### src/hw/rtl/otab_pkg.sv
`timescale 1ns / 1ps
package otab_pkg;
	localparam int FRAC_BITS = 16;
	localparam int CORDIC_STEPS = 24;

	localparam logic [2:0] KIND_ROW0 = 3'd0;
	localparam logic [2:0] KIND_ROW1 = 3'd1;
	localparam logic [2:0] KIND_ROW2 = 3'd2;
	localparam logic [2:0] KIND_MIN  = 3'd3;
	localparam logic [2:0] KIND_MAX  = 3'd4;

	localparam logic [1:0] SHAPE_SOLID = 2'd0;
	localparam logic [1:0] SHAPE_DISK  = 2'd1;
	localparam logic [1:0] SHAPE_QUAD  = 2'd2;
	localparam logic [1:0] SHAPE_PARAB = 2'd3;

	localparam logic signed [35:0] Q30_ONE = 36'sd1073741824;
	localparam logic signed [35:0] Q30_PI = 36'sd3373259426;
	localparam logic signed [35:0] Q30_HALF_PI = 36'sd1686629713;
	localparam logic signed [35:0] Q30_TWO_PI = 36'sd6746518852;
	localparam logic signed [35:0] Q30_GAIN = 36'sd652032874;
	localparam logic signed [35:0] Q30_CENTI = 36'sd10737418;

	typedef struct packed {
		logic [1:0] shape_kind;
		logic signed [31:0] pos_x;
		logic signed [31:0] pos_y;
		logic signed [31:0] pos_z;
		logic signed [19:0] angle_x;
		logic signed [19:0] angle_y;
		logic signed [19:0] angle_z;
		logic signed [31:0] scale_x;
		logic signed [31:0] scale_y;
		logic signed [31:0] scale_z;
	} prim_t;

	typedef struct packed {
		logic [2:0] result_kind;
		logic signed [31:0] value_x;
		logic signed [31:0] value_y;
		logic signed [31:0] value_z;
		logic signed [31:0] value_w;
		logic last_result;
	} res_t;

	// arctangent table for the cordic, q30
	function automatic logic signed [35:0] atan_q30(input logic [4:0] i);
		case (i)
			5'd0: return 36'sd843314857;
			5'd1: return 36'sd497837829;
			5'd2: return 36'sd263043837;
			5'd3: return 36'sd133525159;
			5'd4: return 36'sd67021687;
			5'd5: return 36'sd33543516;
			5'd6: return 36'sd16775851;
			5'd7: return 36'sd8388437;
			5'd8: return 36'sd4194283;
			5'd9: return 36'sd2097149;
			5'd10: return 36'sd1048576;
			5'd11: return 36'sd524288;
			5'd12: return 36'sd262144;
			5'd13: return 36'sd131072;
			5'd14: return 36'sd65536;
			5'd15: return 36'sd32768;
			5'd16: return 36'sd16384;
			5'd17: return 36'sd8192;
			5'd18: return 36'sd4096;
			5'd19: return 36'sd2048;
			5'd20: return 36'sd1024;
			5'd21: return 36'sd512;
			5'd22: return 36'sd256;
			5'd23: return 36'sd128;
			5'd24: return 36'sd64;
			5'd25: return 36'sd32;
			5'd26: return 36'sd16;
			5'd27: return 36'sd8;
			5'd28: return 36'sd4;
			5'd29: return 36'sd2;
			5'd30: return 36'sd1;
			default: return 36'sd1;
		endcase
	endfunction

	function automatic logic signed [31:0] sat32(input logic signed [95:0] v);
		if (v > 96'sd2147483647) return 32'sh7fffffff;
		if (v < -96'sd2147483648) return 32'sh80000000;
		return v[31:0];
	endfunction

	function automatic logic signed [95:0] rnd_shr(input logic signed [95:0] v,
			input int unsigned s);
		logic signed [95:0] h;
		h = 96'sd1 <<< (s - 1);
		return (v + h) >>> s;
	endfunction
endpackage

### src/hw/rtl/otab_if.sv
`timescale 1ns / 1ps
interface otab_if #(parameter type T = logic);
	logic valid;
	logic ready;
	T data;
	modport source (output valid, output data, input ready);
	modport sink (input valid, input data, output ready);
endinterface

### src/hw/rtl/otab_back.sv
`timescale 1ns / 1ps
module otab_back import otab_pkg::*; (
	input logic clk,
	input logic arst_n,
	input logic q_valid,
	input prim_t q_data,
	output logic q_pop,
	otab_if.source out_ch
);
	typedef enum logic [6:0] {
		S_IDLE  = 7'b0000001,
		S_TRIG  = 7'b0000010,
		S_QUAT  = 7'b0000100,
		S_NORM  = 7'b0001000,
		S_DIV   = 7'b0010000,
		S_MAT   = 7'b0100000,
		S_EMIT  = 7'b1000000
	} state_t;

	state_t state_q;
	prim_t p_q;
	logic [5:0] step_q;
	logic [2:0] ax_q;
	logic signed [35:0] r_q, cx_q, cy_q;
	logic flip_q;
	logic signed [35:0] cs_q [3];
	logic signed [35:0] sn_q [3];
	logic signed [35:0] pp_q [4];
	logic signed [35:0] qv_q [4];
	logic signed [35:0] iq_q [4];
	logic signed [63:0] n_q;
	// shared restoring divider
	logic [63:0] num_q, rem_q, quo_q, den_q;
	logic [1:0] dsel_q;
	logic signed [63:0] inv_q;
	logic signed [63:0] isc_q [3];
	logic signed [35:0] rot_q [3][3];
	logic signed [35:0] irot_q [3][3];
	logic signed [31:0] dot_q [3];
	logic signed [35:0] lm_q [3][3];
	logic signed [35:0] ty0_q [3];
	logic signed [35:0] ty1_q [3];
	res_t res_q [5];
	logic [2:0] oidx_q;
	logic ovalid_q;

	function automatic logic signed [35:0] mq(input logic signed [35:0] a,
			input logic signed [35:0] b);
		return 36'(rnd_shr(96'(a) * 96'(b), 30));
	endfunction

	function automatic void q2m(input logic signed [35:0] q [4],
			output logic signed [35:0] m [3][3]);
		logic signed [35:0] xx, yy, zz, xz, xy, yz, wx, wy, wz;
		xx = mq(q[0], q[0]); yy = mq(q[1], q[1]); zz = mq(q[2], q[2]);
		xz = mq(q[0], q[2]); xy = mq(q[0], q[1]); yz = mq(q[1], q[2]);
		wx = mq(q[3], q[0]); wy = mq(q[3], q[1]); wz = mq(q[3], q[2]);
		m[0][0] = Q30_ONE - 2 * (yy + zz);
		m[0][1] = 2 * (xy + wz);
		m[0][2] = 2 * (xz - wy);
		m[1][0] = 2 * (xy - wz);
		m[1][1] = Q30_ONE - 2 * (xx + zz);
		m[1][2] = 2 * (yz + wx);
		m[2][0] = 2 * (xz + wy);
		m[2][1] = 2 * (yz - wx);
		m[2][2] = Q30_ONE - 2 * (xx + yy);
	endfunction

	logic signed [19:0] ang;
	logic signed [63:0] red;
	logic signed [63:0] sval;
	logic [63:0] rtry;

	always_comb begin
		unique case (ax_q)
			3'd0: ang = p_q.angle_x;
			3'd1: ang = p_q.angle_y;
			default: ang = p_q.angle_z;
		endcase
		// 20-bit angle times 2^13 never exceeds two pi twice, so fold by compare
		red = 64'(ang) <<< (29 - FRAC_BITS);
		if (red >= 64'(Q30_TWO_PI)) red = red - 64'(Q30_TWO_PI);
		else if (red <= -64'(Q30_TWO_PI)) red = red + 64'(Q30_TWO_PI);
		unique case (dsel_q)
			2'd0: sval = 64'(p_q.scale_x);
			2'd1: sval = 64'(p_q.scale_y);
			default: sval = 64'(p_q.scale_z);
		endcase
		rtry = {rem_q[62:0], num_q[63]};
	end

	assign q_pop = (state_q == S_IDLE) && q_valid;
	assign out_ch.valid = ovalid_q;
	assign out_ch.data = res_q[oidx_q];

	always_ff @(posedge clk or negedge arst_n) begin
		logic signed [63:0] rr, sm;
		logic fl;
		logic signed [35:0] ai, mag, tmin, tmax;
		logic signed [95:0] dot, e, t, ax, az;
		logic signed [35:0] m [3][3];
		logic signed [95:0] lo [3];
		logic signed [95:0] hi [3];
		logic signed [35:0] ye [2];
		logic signed [31:0] pv [3];
		if (!arst_n) begin
			state_q <= S_IDLE;
			ovalid_q <= 1'b0;
			oidx_q <= '0;
			step_q <= '0;
			ax_q <= '0;
			dsel_q <= '0;
		end else begin
			unique case (state_q)
				S_IDLE: if (q_valid) begin
					p_q <= q_data;
					ax_q <= '0;
					step_q <= '0;
					state_q <= S_TRIG;
				end
				S_TRIG: begin
					// step 0 loads the reduced angle, then one cordic step per cycle
					if (step_q == 6'd0) begin
						rr = red;
						fl = 1'b0;
						if (rr > 64'(Q30_PI)) rr = rr - 64'(Q30_TWO_PI);
						if (rr < -64'(Q30_PI)) rr = rr + 64'(Q30_TWO_PI);
						if (rr > 64'(Q30_HALF_PI)) begin rr = rr - 64'(Q30_PI); fl = 1'b1; end
						else if (rr < -64'(Q30_HALF_PI)) begin
							rr = rr + 64'(Q30_PI); fl = 1'b1;
						end
						flip_q <= fl;
						r_q <= 36'(rr);
						cx_q <= Q30_GAIN;
						cy_q <= '0;
						step_q <= 6'd1;
					end else if (step_q <= 6'(CORDIC_STEPS)) begin
						ai = 36'(step_q - 6'd1);
						if (r_q >= 0) begin
							cx_q <= cx_q - (cy_q >>> ai[5:0]);
							cy_q <= cy_q + (cx_q >>> ai[5:0]);
							r_q <= r_q - atan_q30(5'(step_q - 6'd1));
						end else begin
							cx_q <= cx_q + (cy_q >>> ai[5:0]);
							cy_q <= cy_q - (cx_q >>> ai[5:0]);
							r_q <= r_q + atan_q30(5'(step_q - 6'd1));
						end
						step_q <= step_q + 6'd1;
					end else begin
						cs_q[ax_q[1:0]] <= flip_q ? -cx_q : cx_q;
						sn_q[ax_q[1:0]] <= flip_q ? -cy_q : cy_q;
						step_q <= '0;
						if (ax_q == 3'd2) state_q <= S_QUAT;
						else ax_q <= ax_q + 3'd1;
					end
				end
				S_QUAT: begin
					// pairwise products of the first two axes, then the third axis
					if (step_q == 6'd0) begin
						pp_q[0] <= mq(cs_q[0], cs_q[1]);
						pp_q[1] <= mq(sn_q[0], sn_q[1]);
						pp_q[2] <= mq(sn_q[0], cs_q[1]);
						pp_q[3] <= mq(cs_q[0], sn_q[1]);
						step_q <= 6'd1;
					end else begin
						qv_q[3] <= mq(pp_q[0], cs_q[2]) + mq(pp_q[1], sn_q[2]);
						qv_q[0] <= mq(pp_q[2], cs_q[2]) - mq(pp_q[3], sn_q[2]);
						qv_q[1] <= mq(pp_q[3], cs_q[2]) + mq(pp_q[2], sn_q[2]);
						qv_q[2] <= mq(pp_q[0], sn_q[2]) - mq(pp_q[1], cs_q[2]);
						step_q <= '0;
						state_q <= S_NORM;
					end
				end
				S_NORM: begin
					sm = 64'(mq(qv_q[0], qv_q[0])) + 64'(mq(qv_q[1], qv_q[1]))
						+ 64'(mq(qv_q[2], qv_q[2])) + 64'(mq(qv_q[3], qv_q[3]));
					n_q <= sm;
					num_q <= (64'd1 << 60) + 64'(sm >>> 1);
					den_q <= sm;
					rem_q <= '0;
					quo_q <= '0;
					step_q <= '0;
					dsel_q <= 2'd3;
					state_q <= S_DIV;
				end
				S_DIV: begin
					// one quotient bit per cycle: inverse norm, then three inverse scales
					if (step_q == 6'd63) begin
						step_q <= '0;
						rem_q <= '0;
						quo_q <= '0;
						if (dsel_q == 2'd3) begin
							inv_q <= (n_q > 0) ? 64'({quo_q[62:0], rtry >= den_q})
								: 64'(Q30_ONE);
						end else begin
							t = 96'({quo_q[62:0], rtry >= den_q});
							if (sval == 0) isc_q[dsel_q] <= 64'sd2147483647;
							else isc_q[dsel_q] <= 64'(sat32(sval < 0 ? -t : t));
						end
						if (dsel_q == 2'd2) state_q <= S_MAT;
						else begin
							dsel_q <= (dsel_q == 2'd3) ? 2'd0 : dsel_q + 2'd1;
						end
						// load next dividend from the next scale
						unique case ((dsel_q == 2'd3) ? 2'd0 : dsel_q + 2'd1)
							2'd0: mag = 36'(p_q.scale_x < 0 ? -64'(p_q.scale_x) : 64'(p_q.scale_x));
							2'd1: mag = 36'(p_q.scale_y < 0 ? -64'(p_q.scale_y) : 64'(p_q.scale_y));
							default: mag = 36'(p_q.scale_z < 0 ? -64'(p_q.scale_z) : 64'(p_q.scale_z));
						endcase
						num_q <= (64'd1 << (2 * FRAC_BITS)) + 64'(mag >>> 1);
						den_q <= (mag == 0) ? 64'd1 : 64'(mag);
					end else begin
						if (rtry >= den_q) begin
							rem_q <= rtry - den_q;
							quo_q <= {quo_q[62:0], 1'b1};
						end else begin
							rem_q <= rtry;
							quo_q <= {quo_q[62:0], 1'b0};
						end
						num_q <= {num_q[62:0], 1'b0};
						step_q <= step_q + 6'd1;
					end
				end
				S_MAT: begin
					// forward rotation and conjugate first, inverse rotation next cycle
					if (step_q == 6'd0) begin
						q2m(qv_q, m);
						rot_q <= m;
						iq_q[0] <= mq(-qv_q[0], 36'(inv_q));
						iq_q[1] <= mq(-qv_q[1], 36'(inv_q));
						iq_q[2] <= mq(-qv_q[2], 36'(inv_q));
						iq_q[3] <= mq(qv_q[3], 36'(inv_q));
						step_q <= 6'd1;
					end else begin
						q2m(iq_q, m);
						irot_q <= m;
						state_q <= S_EMIT;
						step_q <= '0;
					end
				end
				S_EMIT: begin
					pv[0] = p_q.pos_x; pv[1] = p_q.pos_y; pv[2] = p_q.pos_z;
					if (step_q == 6'd0) begin
						for (int r = 0; r < 3; r++) begin
							dot = 0;
							for (int c = 0; c < 3; c++)
								dot = dot + 96'(irot_q[c][r]) * (-96'(pv[c]));
							dot_q[r] <= sat32(rnd_shr(dot, 30));
							res_q[r].result_kind <= 3'(r);
							res_q[r].value_x <= sat32(rnd_shr(96'(isc_q[r]) * 96'(irot_q[0][r]), 30));
							res_q[r].value_y <= sat32(rnd_shr(96'(isc_q[r]) * 96'(irot_q[1][r]), 30));
							res_q[r].value_z <= sat32(rnd_shr(96'(isc_q[r]) * 96'(irot_q[2][r]), 30));
							res_q[r].last_result <= 1'b0;
							for (int c = 0; c < 3; c++) begin
								unique case (c)
									0: e = 96'(p_q.scale_x);
									1: e = 96'(p_q.scale_y);
									default: e = 96'(p_q.scale_z);
								endcase
								lm_q[r][c] <= 36'(rnd_shr(e * 96'(rot_q[c][r]), 30));
							end
						end
						step_q <= 6'd1;
					end else if (step_q == 6'd1) begin
						ye[0] = -Q30_ONE; ye[1] = Q30_ONE;
						if (p_q.shape_kind == SHAPE_DISK || p_q.shape_kind == SHAPE_QUAD) begin
							ye[0] = -Q30_CENTI; ye[1] = Q30_CENTI;
						end else if (p_q.shape_kind == SHAPE_PARAB) ye[0] = '0;
						for (int r = 0; r < 3; r++) begin
							res_q[r].value_w <= sat32(rnd_shr(96'(isc_q[r]) * 96'(dot_q[r]),
								FRAC_BITS));
							ty0_q[r] <= 36'(rnd_shr(96'(lm_q[r][1]) * 96'(ye[0]), 30));
							ty1_q[r] <= 36'(rnd_shr(96'(lm_q[r][1]) * 96'(ye[1]), 30));
						end
						step_q <= 6'd2;
					end else if (step_q == 6'd2) begin
						// x and z extents are exactly plus minus one, so each axis adds
						// its own extreme independently
						for (int r = 0; r < 3; r++) begin
							ax = (lm_q[r][0] < 0) ? -96'(lm_q[r][0]) : 96'(lm_q[r][0]);
							az = (lm_q[r][2] < 0) ? -96'(lm_q[r][2]) : 96'(lm_q[r][2]);
							tmin = (ty0_q[r] < ty1_q[r]) ? ty0_q[r] : ty1_q[r];
							tmax = (ty0_q[r] < ty1_q[r]) ? ty1_q[r] : ty0_q[r];
							lo[r] = 96'(pv[r]) - ax + 96'(tmin) - az;
							hi[r] = 96'(pv[r]) + ax + 96'(tmax) + az;
						end
						res_q[3] <= '{KIND_MIN, sat32(lo[0]), sat32(lo[1]), sat32(lo[2]), 32'sd0, 1'b0};
						res_q[4] <= '{KIND_MAX, sat32(hi[0]), sat32(hi[1]), sat32(hi[2]), 32'sd0, 1'b1};
						oidx_q <= '0;
						ovalid_q <= 1'b1;
						step_q <= 6'd3;
					end else if (out_ch.ready && ovalid_q) begin
						if (oidx_q == 3'd4) begin
							ovalid_q <= 1'b0;
							state_q <= S_IDLE;
						end else oidx_q <= oidx_q + 3'd1;
					end
				end
				default: state_q <= S_IDLE;
			endcase
		end
	end
endmodule

### src/flat_wrapper.sv
// flat-port wrapper written by rule: the top's interface ports become plain ports
module otab_back_flat import otab_pkg::*;
  (clk, arst_n, q_valid, q_data, q_pop, out_ch_valid, out_ch_data, out_ch_ready);
  otab_if out_ch_i ();
  input logic clk;
  input logic arst_n;
  input logic q_valid;
  input prim_t q_data;
  output logic q_pop;
  output wire logic [$bits(out_ch_i.valid)-1:0] out_ch_valid;
  output wire logic [$bits(out_ch_i.data)-1:0] out_ch_data;
  input wire logic [$bits(out_ch_i.ready)-1:0] out_ch_ready;
  assign out_ch_valid = out_ch_i.valid;
  assign out_ch_data = out_ch_i.data;
  assign out_ch_i.ready = out_ch_ready;
  otab_back u_core (.clk(clk), .arst_n(arst_n), .q_valid(q_valid), .q_data(q_data), .q_pop(q_pop), .out_ch(out_ch_i));
endmodule
### config.mk
export PLATFORM = sky130hd
export DESIGN_NAME = otab_back_flat
export DESIGN_NICKNAME = d
export VERILOG_FILES = /design/src/hw/rtl/otab_pkg.sv /design/src/hw/rtl/otab_if.sv /design/src/hw/rtl/otab_back.sv /design/src/flat_wrapper.sv
export SDC_FILE = /design/constraint.sdc
export NUM_CORES = 1
export LEC_CHECK = 0
export ABC_AREA = 1
export BUFFER_PORTS_ARGS = -buffer_cell sky130_fd_sc_hd__buf_2
export CORE_AREA = 4 4 99 101
export CTS_CLUSTER_SIZE = 10
export DETAILED_ROUTE_END_ITERATION = 7
export DIE_AREA = 0 0 103 105
export HOLD_SLACK_MARGIN = 0.02
export PLACE_DENSITY = 0.59
export SLEW_MARGIN = 20
export SYNTH_ARGS = -nofsm -noshare
export SYNTH_HDL_FRONTEND = slang
export SYNTH_MEMORY_MAX_BITS = 65536
export SYNTH_SLANG_ARGS = --single-unit
### constraint.sdc
create_clock -name clk -period 1.7 [get_ports clk]
set_input_delay 0.51 -clock clk [delete_from_list [all_inputs] [get_ports clk]]
set_output_delay 0.51 -clock clk [all_outputs]
set_load 0.005 [all_outputs]
After elaboration in Yosys (flattened, before gate mapping)
Memories as Yosys holds them, arrays and structs flattened.
Index checks and enable logic that the tools add are counted.
- bits in registers: 1663
- memory bits (writable): 1848
- ROM bits: 1920
- memories: 11
- add/subtract/negate cells: 159
- $mul: 71
- order comparisons: 67
- eq/ne operators: 37
- shift-type cells: 2
- multiplexer cells: 485
- bitwise logic cells: 3
- reductions and logical operators: 41
- memories (memory ; depth ; bits a word ; read ports ; clocked after memory_dff ; write ports ; line ; RTL):
    (no name shown) ; 32 ; 30 ; 1 ; 0 ; 0 ; otab_pkg.sv:48 ; case (i)
    (no name shown) ; 32 ; 30 ; 1 ; 0 ; 0 ; otab_pkg.sv:48 ;
    u_core.res_q ; 5 ; 132 ; 1 ; 0 ; 3 ; otab_back.sv:43 ; res_t res_q [5];
    u_core.lm_q ; 3 ; 108 ; 3 ; 0 ; 3 ; otab_back.sv:40 ; logic signed [35:0] lm_q [3][3];
    u_core.isc_q ; 3 ; 64 ; 3 ; 0 ; 1 ; otab_back.sv:36 ; logic signed [63:0] isc_q [3];
    u_core.pp_q ; 4 ; 36 ; 4 ; 0 ; 4 ; otab_back.sv:28 ; logic signed [35:0] pp_q [4];
    +5 memories ; - ; - ; - ; - ; - ; - ;
- operator list (kind ; number):
    2-to-1 mux 32 bit ; 149
    adder 66 x 31 -> 66 bit (second input constant) ; 35
    multiplier 36 x 36 -> 66 bit ; 26
    2-to-1 mux 36 bit ; 38
    2-to-1 mux 96 bit ; 13
    adder 96 x 31 -> 96 bit (second input constant) ; 12
    adder 65 x 31 -> 65 bit (second input constant) ; 15
    multiplier 36 x 36 -> 65 bit ; 15
    adder 96 bit ; 9
    greater-than comparator 66 x 32 -> 1 bit (second input constant) ; 12
    less-than comparator 66 x 32 -> 1 bit (second input constant) ; 12
    2-to-1 mux 64 bit ; 12
    greater-than comparator 96 x 32 -> 1 bit (second input constant) ; 7
    less-than comparator 96 x 32 -> 1 bit (second input constant) ; 7
    adder 96 x 36 -> 96 bit ; 6
    multiplier 35 x 96 -> 95 bit ; 6
    multiplier 96 x 35 -> 65 bit ; 6
    negation 36 -> 96 bit ; 6
    multiplier 64 x 35 -> 95 bit ; 6
    adder 35 bit ; 12
    case mux 64 bit (2 select lines) ; 3
    adder 32 x 96 -> 96 bit ; 3
    adder 96 x 17 -> 96 bit (second input constant) ; 3
    multiplier 36 x 96 -> 96 bit ; 3
    98 further kinds ; 449

Logic depth before layout (Yosys ltp)
Gate-level depths: netlist of the first run.
An unclocked memory read counts as a cell.
- depth in word-level cells: 24
- depth in mapped cells: 11
- gate-level depth less buffers: 11

Worst setup path before layout of the first run
OpenSTA, ideal clock, no wires.
- kind: reg2out
- from: register u_core.state_q[5]
- to: output port q_pop
- data arrival time: 0.977 ns
- data required time: 1.190 ns
- setup slack: 0.213 ns
- stages on the path, launching flop included: 6
- path buffers: 0
- path through: dfrtp_1 inv_1 nand2_1 nor2_2 nand2_2 nor2_1
- word-level cells in the longest chain between the ends: 2
- RTL lines (item ; line ; RTL):
    start: declaration ; otab_back.sv:20 ; state_t state_q;
    start signal: assignment ; otab_back.sv:107 ; state_q <= S_IDLE;
    start signal: assignment ; otab_back.sv:119 ; state_q <= S_TRIG;
    start signal: assignment ; otab_back.sv:153 ; if (ax_q == 3'd2) state_q <= S_QUAT;
    equality test 7 x 1 -> 1 bit ; otab_back.sv:92 ; assign q_pop = (state_q == S_IDLE) && q_valid;
    logical AND 1 bit ; otab_back.sv:92 ;
    end: declaration ; flat_wrapper.sv:9 ; output logic q_pop;
Every way passes these cells.

Worst setup path in the final report of the first run
- from: register u_core.state_q[3]
- to: output port q_pop
Same word-level chain as after synthesis.

==> results.md, run 1 <==
- Slew Limit Fails: 0
- Cells after DPL: 355
- Hold WC Path Type: input port to async pin
- Slowest library cell on the worst path: dfrtp_1
- Iteration count of the initial detailed-routing pass: 4
- Peak supply drop: 0.605 mV
- Num rows: 35
- Critical-path cell list: inv_1, nand2_1, nor2_4, nand2_2, nor2_4, buf_2
- Drt wl/cell: 10.3 um
- Placed Area: 0.00185 sq mm
- Layout cells sized above 1: 38.3%
- Worst slew pin tran: 515 ps
- Unique masters post-synth: 26
- Post-DR vias/cell: 4.10
- DRC Markers: 0
- Die area: 0.0108 sq mm
- R2R depth: 11
- Global-route wire length before repair: 6400 um
- Vias in the first global route: 1483
- Sequential share of the synthesized area: 34.3%
- Clock buffer depth: 2
- Port Buffer Count: 6
- Number of buffers and inverters on the critical path: 2
- ANT nets after route: 0
- Core ar.: 0.00902 sq mm
- Synth Cell Area: 0.00161 sq mm
- Root Driver: clkbuf_8
- Final Hold Fails: 0
- Worst Path Required: 1190 ps
- Most frequent cells in the layout: nand2_1 (54), inv_1 (26), buf_4 (22)
- Boundary Pins: 261
- CTS Hold Bufs: 0
- Gate Count Post-Synth: 228
- Synthesis Warnings: 0
- Total grt overflow: 0
- Total Nets Final: 533
- Stages on worst setup path: 6
- Die W: 103 um
- Final WL: 3850 um
- Slew headroom: 65.7%
- Post-DP HPWL: 2740 um
- Sink Count: 22
- Post-synthesis register bit count: 22
- Leak pwr: 0.00106 uW
- N_diodes: 0
- Synth Net Count: 496
- Max incr delay on CP: 430 ps
- Commonest non-fill, non-tap cell in the layout: nand2_1
- Critical path arrival: 1280 ps
- Crit end category: output port
- Synth-to-layout area growth: 39.4%
- Largest net degree at the start of global routing: 23
- Setup WS post-layout: -89.2 ps
- Gr usage total: 7.03%
- Final core occ: 24.9%
- Post-route cell area: 0.00224 sq mm
- CP most frequent cell: nor2_4
- H-tree levels: 1
- CP top delay family: flip-flops
- Clk slew on worst S/H paths: 90 ps
- RSZ-0062 raised after global routing: true
- Non-Filler Instances: 375
- Die H: 105 um
- Starting Density: 17.8%
- CTS tree: yes
- Worst setup SP type: flop
- Min Clock Period, post-route: 1790 ps
- Via count: 1538
- Final GP Congestion: 0.815
- Max-cap check violation count: 0
- Crit path kind: flop to output port
- Maximum clock frequency: 559 MHz
- Critical path fanouts, max: 3
- Pwr/cell area: 1420 mW/mm^2
- Synthesized area per cell: 7.06 sq um
- Crit share post-route: 105%
- Failing checks: negative setup slack
- Num CTS Buffers: 3
- Initial antenna violation count: 0
- Iter 0 DRT Violations: 78
- Worst skew pair latency: 270 ps
- Max Clock Skew: 1.37 ps
- Total Power: 3180 uW
- Setup violators final: 1
- Status: complete, but fails checks
[power breakdown]
part	total [uW]	internal, uW	switching (uW)	leakage (uW)
registers	709	629	79.8	0.000288
logic	2070	848	1220	0.000744
clock network	396	207	189	0.0000288
total	3180	1680	1490	0.00106
[kinds of logic (layout without fill, tap and decap cells)]
| family | after synthesis | after routing | synth area share, % |
|---|---|---|---|
| AO/OA/AOI/OAI | 25 | 25 | 8.55 |
| XOR/XNOR | 4 | 4 | 2.18 |
| adder cells (fa/ha/maj) | 10 | 10 | 7.78 |
| buffers and inverters | 34 | 70 | 7.93 |
| flip-flops | 22 | 22 | 34.3 |
| AND/OR/NAND/NOR | 133 | 133 | 39.3 |
[worst paths after layout]
path                                               start                             to  slack (ps)
min reg2reg                 u_core.oidx_q[1]$_DFFE_PN0P_   u_core.oidx_q[1]$_DFFE_PN0P_         520
min                                               arst_n   u_core.dsel_q[0]$_DFFE_PN0P_         200
min in group clk            u_core.oidx_q[1]$_DFFE_PN0P_   u_core.oidx_q[1]$_DFFE_PN0P_         520
max                        u_core.state_q[3]$_DFFE_PN0P_                          q_pop         -90
max in group asynchronous                         arst_n  u_core.state_q[6]$_DFFE_PN0P_        1120
max reg2reg                u_core.state_q[2]$_DFFE_PN0P_   u_core.step_q[1]$_DFFE_PN0P_          10
[repair_timing]
action / in CTS / in global routing
setup buffers: 6 / 10
pin swaps: 7 / 26
setup endpoints to repair: 1 / 22
resized for setup: 11 / 50
[synthesized netlist by cell type, drive strengths merged]
cell / instances / area share [%]
nor2: 25 / 8.2
dfrtp: 21 / 33
xor2: 3 / 1.6
dfstp: 1 / 1.6
nand3: 22 / 8.1
nand4: 4 / 1.6
a21oi: 2 / 0.62
o21ai: 19 / 6.1
xnor2: 1 / 0.54
nand2: 77 / 20
a21boi: 2 / 0.93
o211ai: 1 / 0.47
o22ai: 1 / 0.39
inv: 34 / 7.9
nor3: 4 / 1.2
nor4: 1 / 0.39
ha: 10 / 7.8
[registers in the layout (all words and copies together) (netlist names)]
name and count:
u_core.ax_q 3, u_core.dsel_q 2, u_core.out_ch.valid 1, u_core.oidx_q 3, u_core.state_q 7, u_core.step_q 6
[worst register-to-register path: cells and delay by family (launching register included)]
family                 cells  cell delay (ps)
DFF                        1              400
and+or+nand+nor            8              750
buffers and inverters      2              290
AOI/OAI and AO/OA          1              190
[metrics by stage]
stage	TNS [ps]	hold WS, ps	setup WS (ps)
finish	-89.2	203	-89.2
detailed placement	0	509	56.7
global placement	0	499	63.0
CTS	-122	229	-100
global route	-853	251	-147
floorplan	0	214	213
[layer usage]
layer / routed length, um / up-vias / track usage (%)
met4: 24 / 0 / 1.48
met3: 68 / 5 / 1.00
met5: 0 / - / 0
met1: 1790 / 719 / 9.36
met2: 1970 / 17 / 11.9
li1: - / 797 / -
[final cells by class]
cell class,instances,area (sq um)
Fill cell,998,6780
Multi-Input combinational cell,172,1130
Sequential cell,22,556
Timing Repair Buffer,32,240
Tap cell,111,139
Inverter,34,128
Clock buffer,4,55.1
Power figures use the tool's default switching activity.
==> inputs of run 2 (changes only) <==
--- a/config.mk
+++ b/config.mk
@@ -13,6 +13,8 @@
 export DIE_AREA = 0 0 103 105
 export HOLD_SLACK_MARGIN = 0.02
 export PLACE_DENSITY = 0.59
+export REMOVE_ABC_BUFFERS = 1
+export SETUP_SLACK_MARGIN = 0.2
 export SLEW_MARGIN = 20
 export SYNTH_ARGS = -nofsm -noshare
 export SYNTH_HDL_FRONTEND = slang
==> run 2 against run 1 <==
Compared with the run above:
- the run still ends with negative setup slack left
- combinational power grew 24%
- final area grew 11%
- core utilization increased by 2.8 points
- non-clock buffer count rose by 12
- sequential share of layout area decreased by 2.6 points
- largest power group unchanged
- count of clock-buffer cells in the layout did not move
- largest cell class unchanged
- global-route usage grew 0.35 points
==> results.md, run 2 (same netlist as run 1, synthesis figures left out) <==
- Hold WC Path Type: input port to async pin
- Most frequent cells in the layout: nand2_1 (47), buf_4 (28), inv_1 (22)
- Final GP Congestion: 0.815
- CTS Hold Bufs: 0
- Crit end category: output port
- Max reg flops: 7
- Iter 0 DRT Violations: 87
- Critical path fanouts, max: 2
- Total grt overflow: 0
- Commonest non-fill, non-tap cell in the layout: nand2_1
- CTS tree: yes
- Die area: 0.0108 sq mm
- RSZ-0062 raised after global routing: true
- Synth-to-layout area growth: 55.4%
- Setup WS post-layout: -89.8 ps
- Max incr delay on CP: 550 ps
- Worst Path Required: 1190 ps
- N_diodes: 0
- Port Buffer Count: 6
- Total Power: 3670 uW
- ANT nets after route: 0
- Drt wl/cell: 12.2 um
- Via count: 1664
- Crit path kind: flop to output port
- Pwr/cell area: 1470 mW/mm^2
- Starting Density: 17.8%
- Setup violators final: 13
- Peak supply drop: 0.823 mV
- Status: complete, but fails checks
- Final Hold Fails: 0
- Aggregate negative setup slack: -529 ps
- Leak pwr: 0.00118 uW
- Total Nets Final: 545
- Maximum clock frequency: 559 MHz
- Worst skew pair latency: 270 ps
- Worst setup SP type: flop
- Max Clock Skew: 2.42 ps
- Initial antenna violation count: 0
- Slew headroom: 65.8%
- Sink Count: 22
- Die W: 103 um
- H-tree levels: 1
- Reg-to-reg slack, setup: -70 ps
- Vias in the first global route: 1539
- Critical-path cell list: nand2_2, nor2_4, nand2_2, nor2_4, buf_2
- DRC Markers: 0
- Crit share post-route: 105%
- Max-cap check violation count: 0
- Clock buffer depth: 2
- Biggest regs: u_core.state_q x7, u_core.step_q x6
- Core ar.: 0.00902 sq mm
- Die H: 105 um
- Slowest library cell on the worst path: dfstp_2
- Post-DP HPWL: 2740 um
- Post-DR vias/cell: 4.30
- Global-route wire length before repair: 6710 um
- Iteration count of the initial detailed-routing pass: 4
- R2R depth: 12
- Root Driver: clkbuf_8
- Slew Limit Fails: 0
- Layout cells sized above 1: 49.3%
- Reg2reg end: u_core.step_q[0]$_DFFE_PN0P_
- Num rows: 35
- Clk slew on worst S/H paths: 90 ps
- Largest net degree at the start of global routing: 23
- Worst slew pin tran: 513 ps
- Final WL: 4710 um
- Critical path arrival: 1280 ps
- Biggest register: u_core.state_q
- Boundary Pins: 261
- Min Clock Period, post-route: 1790 ps
- R2r startpoint: u_core.state_q[0]$_DFFE_PN1P_
- Num CTS Buffers: 3
- Failing checks: negative setup slack
- Gr usage total: 7.38%
run 2: worst max-delay path by stage:
| stage | start | to | slack [ps] | cells after the start |
|---|---|---|---|---|
| 5_1_grt | u_core.state_q[1]$_DFFE_PN0P_ | q_pop | -150 | 6 |
| 6_report | u_core.state_q[0]$_DFFE_PN1P_ | q_pop | -90 | 5 |
| 3_5_place_dp | u_core.state_q[0]$_DFFE_PN1P_ | q_pop | 60 | 5 |
| 4_1_cts | u_core.state_q[0]$_DFFE_PN1P_ | q_pop | -100 | 5 |
| 2_1_floorplan | u_core.state_q[5]$_DFFE_PN0P_ | q_pop | 210 | 5 |
| 3_3_place_gp | u_core.step_q[0]$_DFFE_PN0P_ | u_core.step_q[1]$_DFFE_PN0P_ | 60 | 10 |
run 2: layer usage:
metal | global-route usage [%] | wire [um]
met3 | 1.00 | 139
met1 | 9.77 | 1900
met4 | 1.39 | 89
met5 | 0 | 0
met2 | 12.7 | 2580
run 2: area by class of cell:
| type | instances | area, sq um |
|---|---|---|
| clock buffers | 4 | 55.1 |
| fillers | 965 | 6520 |
| inverters | 34 | 128 |
| multi-input cells | 172 | 1270 |
| flip-flops and latches | 22 | 554 |
| well taps | 111 | 139 |
| repair buffers | 44 | 353 |
run 2: where the power goes:
group | total, uW | leakage [uW] | switching [uW] | internal [uW]
sequential | 702 | 0.000289 | 74.4 | 628
combinational | 2570 | 0.000858 | 1520 | 1050
clock | 395 | 0.0000288 | 188 | 207
total | 3670 | 0.00118 | 1790 | 1890
run 2: through the flow:
step | instance area (sq um) | util, % | setup WS, ps | hold WS [ps] | instances
after floorplan | 1610 | - | 213 | 214 | 228
after global placement | 1850 | 20.5 | 63.0 | 499 | 355
after detailed placement | 1850 | 20.5 | 56.7 | 509 | 355
after CTS | 2110 | 23.4 | -100 | 229 | 372
after global routing | 2500 | 27.7 | -152 | 245 | 387
final | 2500 | 27.7 | -89.8 | 201 | 387
run 2: critical path: cells and delay by family, from the launching register on:
family | cells | cell delay [ps]
simple gates | 4 | 350
buf+inv | 1 | 110
flops | 1 | 550
run 2: timing repair:
action | in CTS | in global routing
buffers inserted | 13 | 15
endpoints found under the setup margin | 22 | 23
resized for setup | 31 | 77
pin swaps | 12 | 26
cloned | 0 | 0
==> inputs of run 3 (changes only) <==
==> constraint.sdc (replaced) <==
create_clock -name clk -period 1.7 [get_ports clk]
set_input_delay 0.085 -clock clk [delete_from_list [all_inputs] [get_ports clk]]
set_output_delay 0.085 -clock clk [all_outputs]
set_load 0.005 [all_outputs]
==> run 3 against run 2 <==
Compared with the run above:
- routed wire length down 14%
- power decreased by 14%
- cell count unchanged
- core utilization down 1.0 points
- die area unchanged
- worst hold slack got worse by 30 ps
- largest power group unchanged
- the flow now finishes without violations
==> results.md, run 3 (same netlist as run 1, synthesis figures left out) <==
- Status: completed
- Slew headroom: 65.9%
- Worst setup SP type: flop
- Hold slack: 171 ps
- DRC Markers: 0
- Slowest library cell on the worst path: dfrtp_2
- ANT nets after route: 0
- Total Nets Final: 545
- Post-DP HPWL: 2670 um
- Cells after DPL: 350
- Final Hold Fails: 0
- Crit path kind: flop to flop
- Number of buffers and inverters on the critical path: 2
- Total Power: 3150 uW
- Crit end category: flop
- Leak pwr: 0.00113 uW
- Layout cells sized above 1: 45.7%
- Synth-to-layout area growth: 49.7%
- Crit share post-route: 92.7%
- Share of power burned in registers: 23.8%
- Initial antenna violation count: 0
- Num rows: 35
- Min Clock Period, post-route: 1580 ps
- Final WL: 4050 um
- Slew Limit Fails: 0
- Worst slew pin tran: 512 ps
- H-tree levels: 1
- Via count: 1605
- Switching Power: 1490 uW
- Boundary Pins: 261
- Most frequent cells in the layout: nand2_1 (52), buf_4 (34), inv_1 (24)
- Max reg flops: 7
- Clk pwr share: 11.9%
- Maximum clock frequency: 635 MHz
- Non-Filler Instances: 387
- Iteration count of the initial detailed-routing pass: 4
- Die W: 103 um
- N_diodes: 0
- Critical path arrival: 1760 ps
- Hold WC Path Type: input port to flop
- Clk slew on worst S/H paths: 80 ps
- Num CTS Buffers: 3
- CP top delay family: simple AND/OR/NAND/NOR gates
- Commonest non-fill, non-tap cell in the layout: nand2_1
- Post-DR vias/cell: 4.15
- Final core occ: 26.7%
- Gr usage total: 7.44%
- Worst skew pair latency: 260 ps
- Total grt overflow: 0
- Switching Share: 47.4%
- Combinational Power Share: 64.2%
- Worst Path Required: 1890 ps
- Int Power: 1660 uW
- Largest net degree at the start of global routing: 23
- Max Clock Skew: 2.32 ps
- Critical-path cell list: nor2_4, nand2_2, nor2_4, nand2_4, buf_4, o22ai_1, inv_1, o21ai_1
- Aggregate negative setup slack: 0 ps
- Biggest regs: u_core.state_q x7, u_core.step_q x6
- Starting Density: 17.8%
- Max incr delay on CP: 480 ps
- Pwr/cell area: 1310 mW/mm^2
- Iter 0 DRT Violations: 116
- Drt wl/cell: 10.5 um
- Biggest register: u_core.state_q
- Die H: 105 um
- Peak supply drop: 0.920 mV
- Setup violators final: 0
- Critical path fanouts, max: 7
- Final GP Congestion: 0.854
- Core ar.: 0.00902 sq mm
- Max-cap check violation count: 0
- Vias in the first global route: 1603
- Clock buffer depth: 2
- RSZ-0062 raised after global routing: true
- Port Buffer Count: 6
- Die area: 0.0108 sq mm
- CTS tree: yes
- Sink Count: 22
- Root Driver: clkbuf_8
- Global-route wire length before repair: 6820 um
- CP most frequent cell: nor2_4
==> run 3: changes by cell type in the layout (fill, tap and decap cells not counted), moves of 6 or more <==
cell / previous run / this run
buf_6: 10 / 3
buf_4: 28 / 34
nand3_2: 13 / 7
o21ai_0: 4 / 10
==> run 3: final cells by class <==
class,instances,area [sq um]
clock buffer,4,55.1
fill,959,6610
inverter,34,135
multi-input combinational,172,1190
sequential,22,561
tap,111,139
timing repair buffer,44,329
==> run 3: layer usage <==
layer / up-vias / global-route usage, % / wire [um]
li1: 818 / - / -
met1: 769 / 9.51 / 1820
met2: 18 / 13.0 / 2130
met3: 0 / 1.74 / 99
met4: 0 / 0.833 / 0
met5: - / 0 / 0
==> run 3: worst min-delay path, delay by kind of cell <==
| kind | cells | cell delay [ps] |
|---|---|---|
| buffers and inverters | 2 | 140 |
| AND/OR/NAND/NOR | 2 | 200 |
==> run 3: power groups by stage <==
stage          combinational, uW  clock [uW]  sequential (uW)
3_5_place_dp                1350           0              722
2_1_floorplan               1040           0              703
4_1_cts                     1770         399              726
3_3_place_gp                1320           0              718
5_1_grt                     2250         429              771
6_report                    2020         376              751
==> run 3: final timing paths <==
kind	start	endpoint	slack (ps)	cells past startpoint
min in group asynchronous	arst_n	u_core.dsel_q[1]$_DFFE_PN0P_	320	2
min reg2reg	u_core.out_ch.valid$_DFFE_PN0P_	u_core.out_ch.valid$_DFFE_PN0P_	530	2
min	q_valid	u_core.state_q[0]$_DFFE_PN1P_	170	4
max in group asynchronous	arst_n	u_core.state_q[4]$_DFFE_PN0P_	1000	2
max	u_core.state_q[4]$_DFFE_PN0P_	u_core.step_q[4]$_DFFE_PN0P_	120	8
max reg2reg	u_core.state_q[4]$_DFFE_PN0P_	u_core.step_q[4]$_DFFE_PN0P_	120	8
==> run 3: stage by stage <==
| stage | instance area, sq um | worst slack (ps) |
|---|---|---|
| after CTS | 2230 | 171 |
| after detailed placement | 1820 | 51.4 |
| after global placement | 1820 | 73.7 |
| final | 2410 | 124 |
| after floorplan | 1610 | 246 |
| after global routing | 2410 | 29.6 |
==> run 3: what timing repair did <==
item | in CTS | in global routing
hold buffers | 1 | 0
resized for setup | 49 | 34
endpoints found under the hold margin | 21 | 0
pin swaps | 26 | 29
setup endpoints to repair | 22 | 23
buffers inserted | 24 | 8
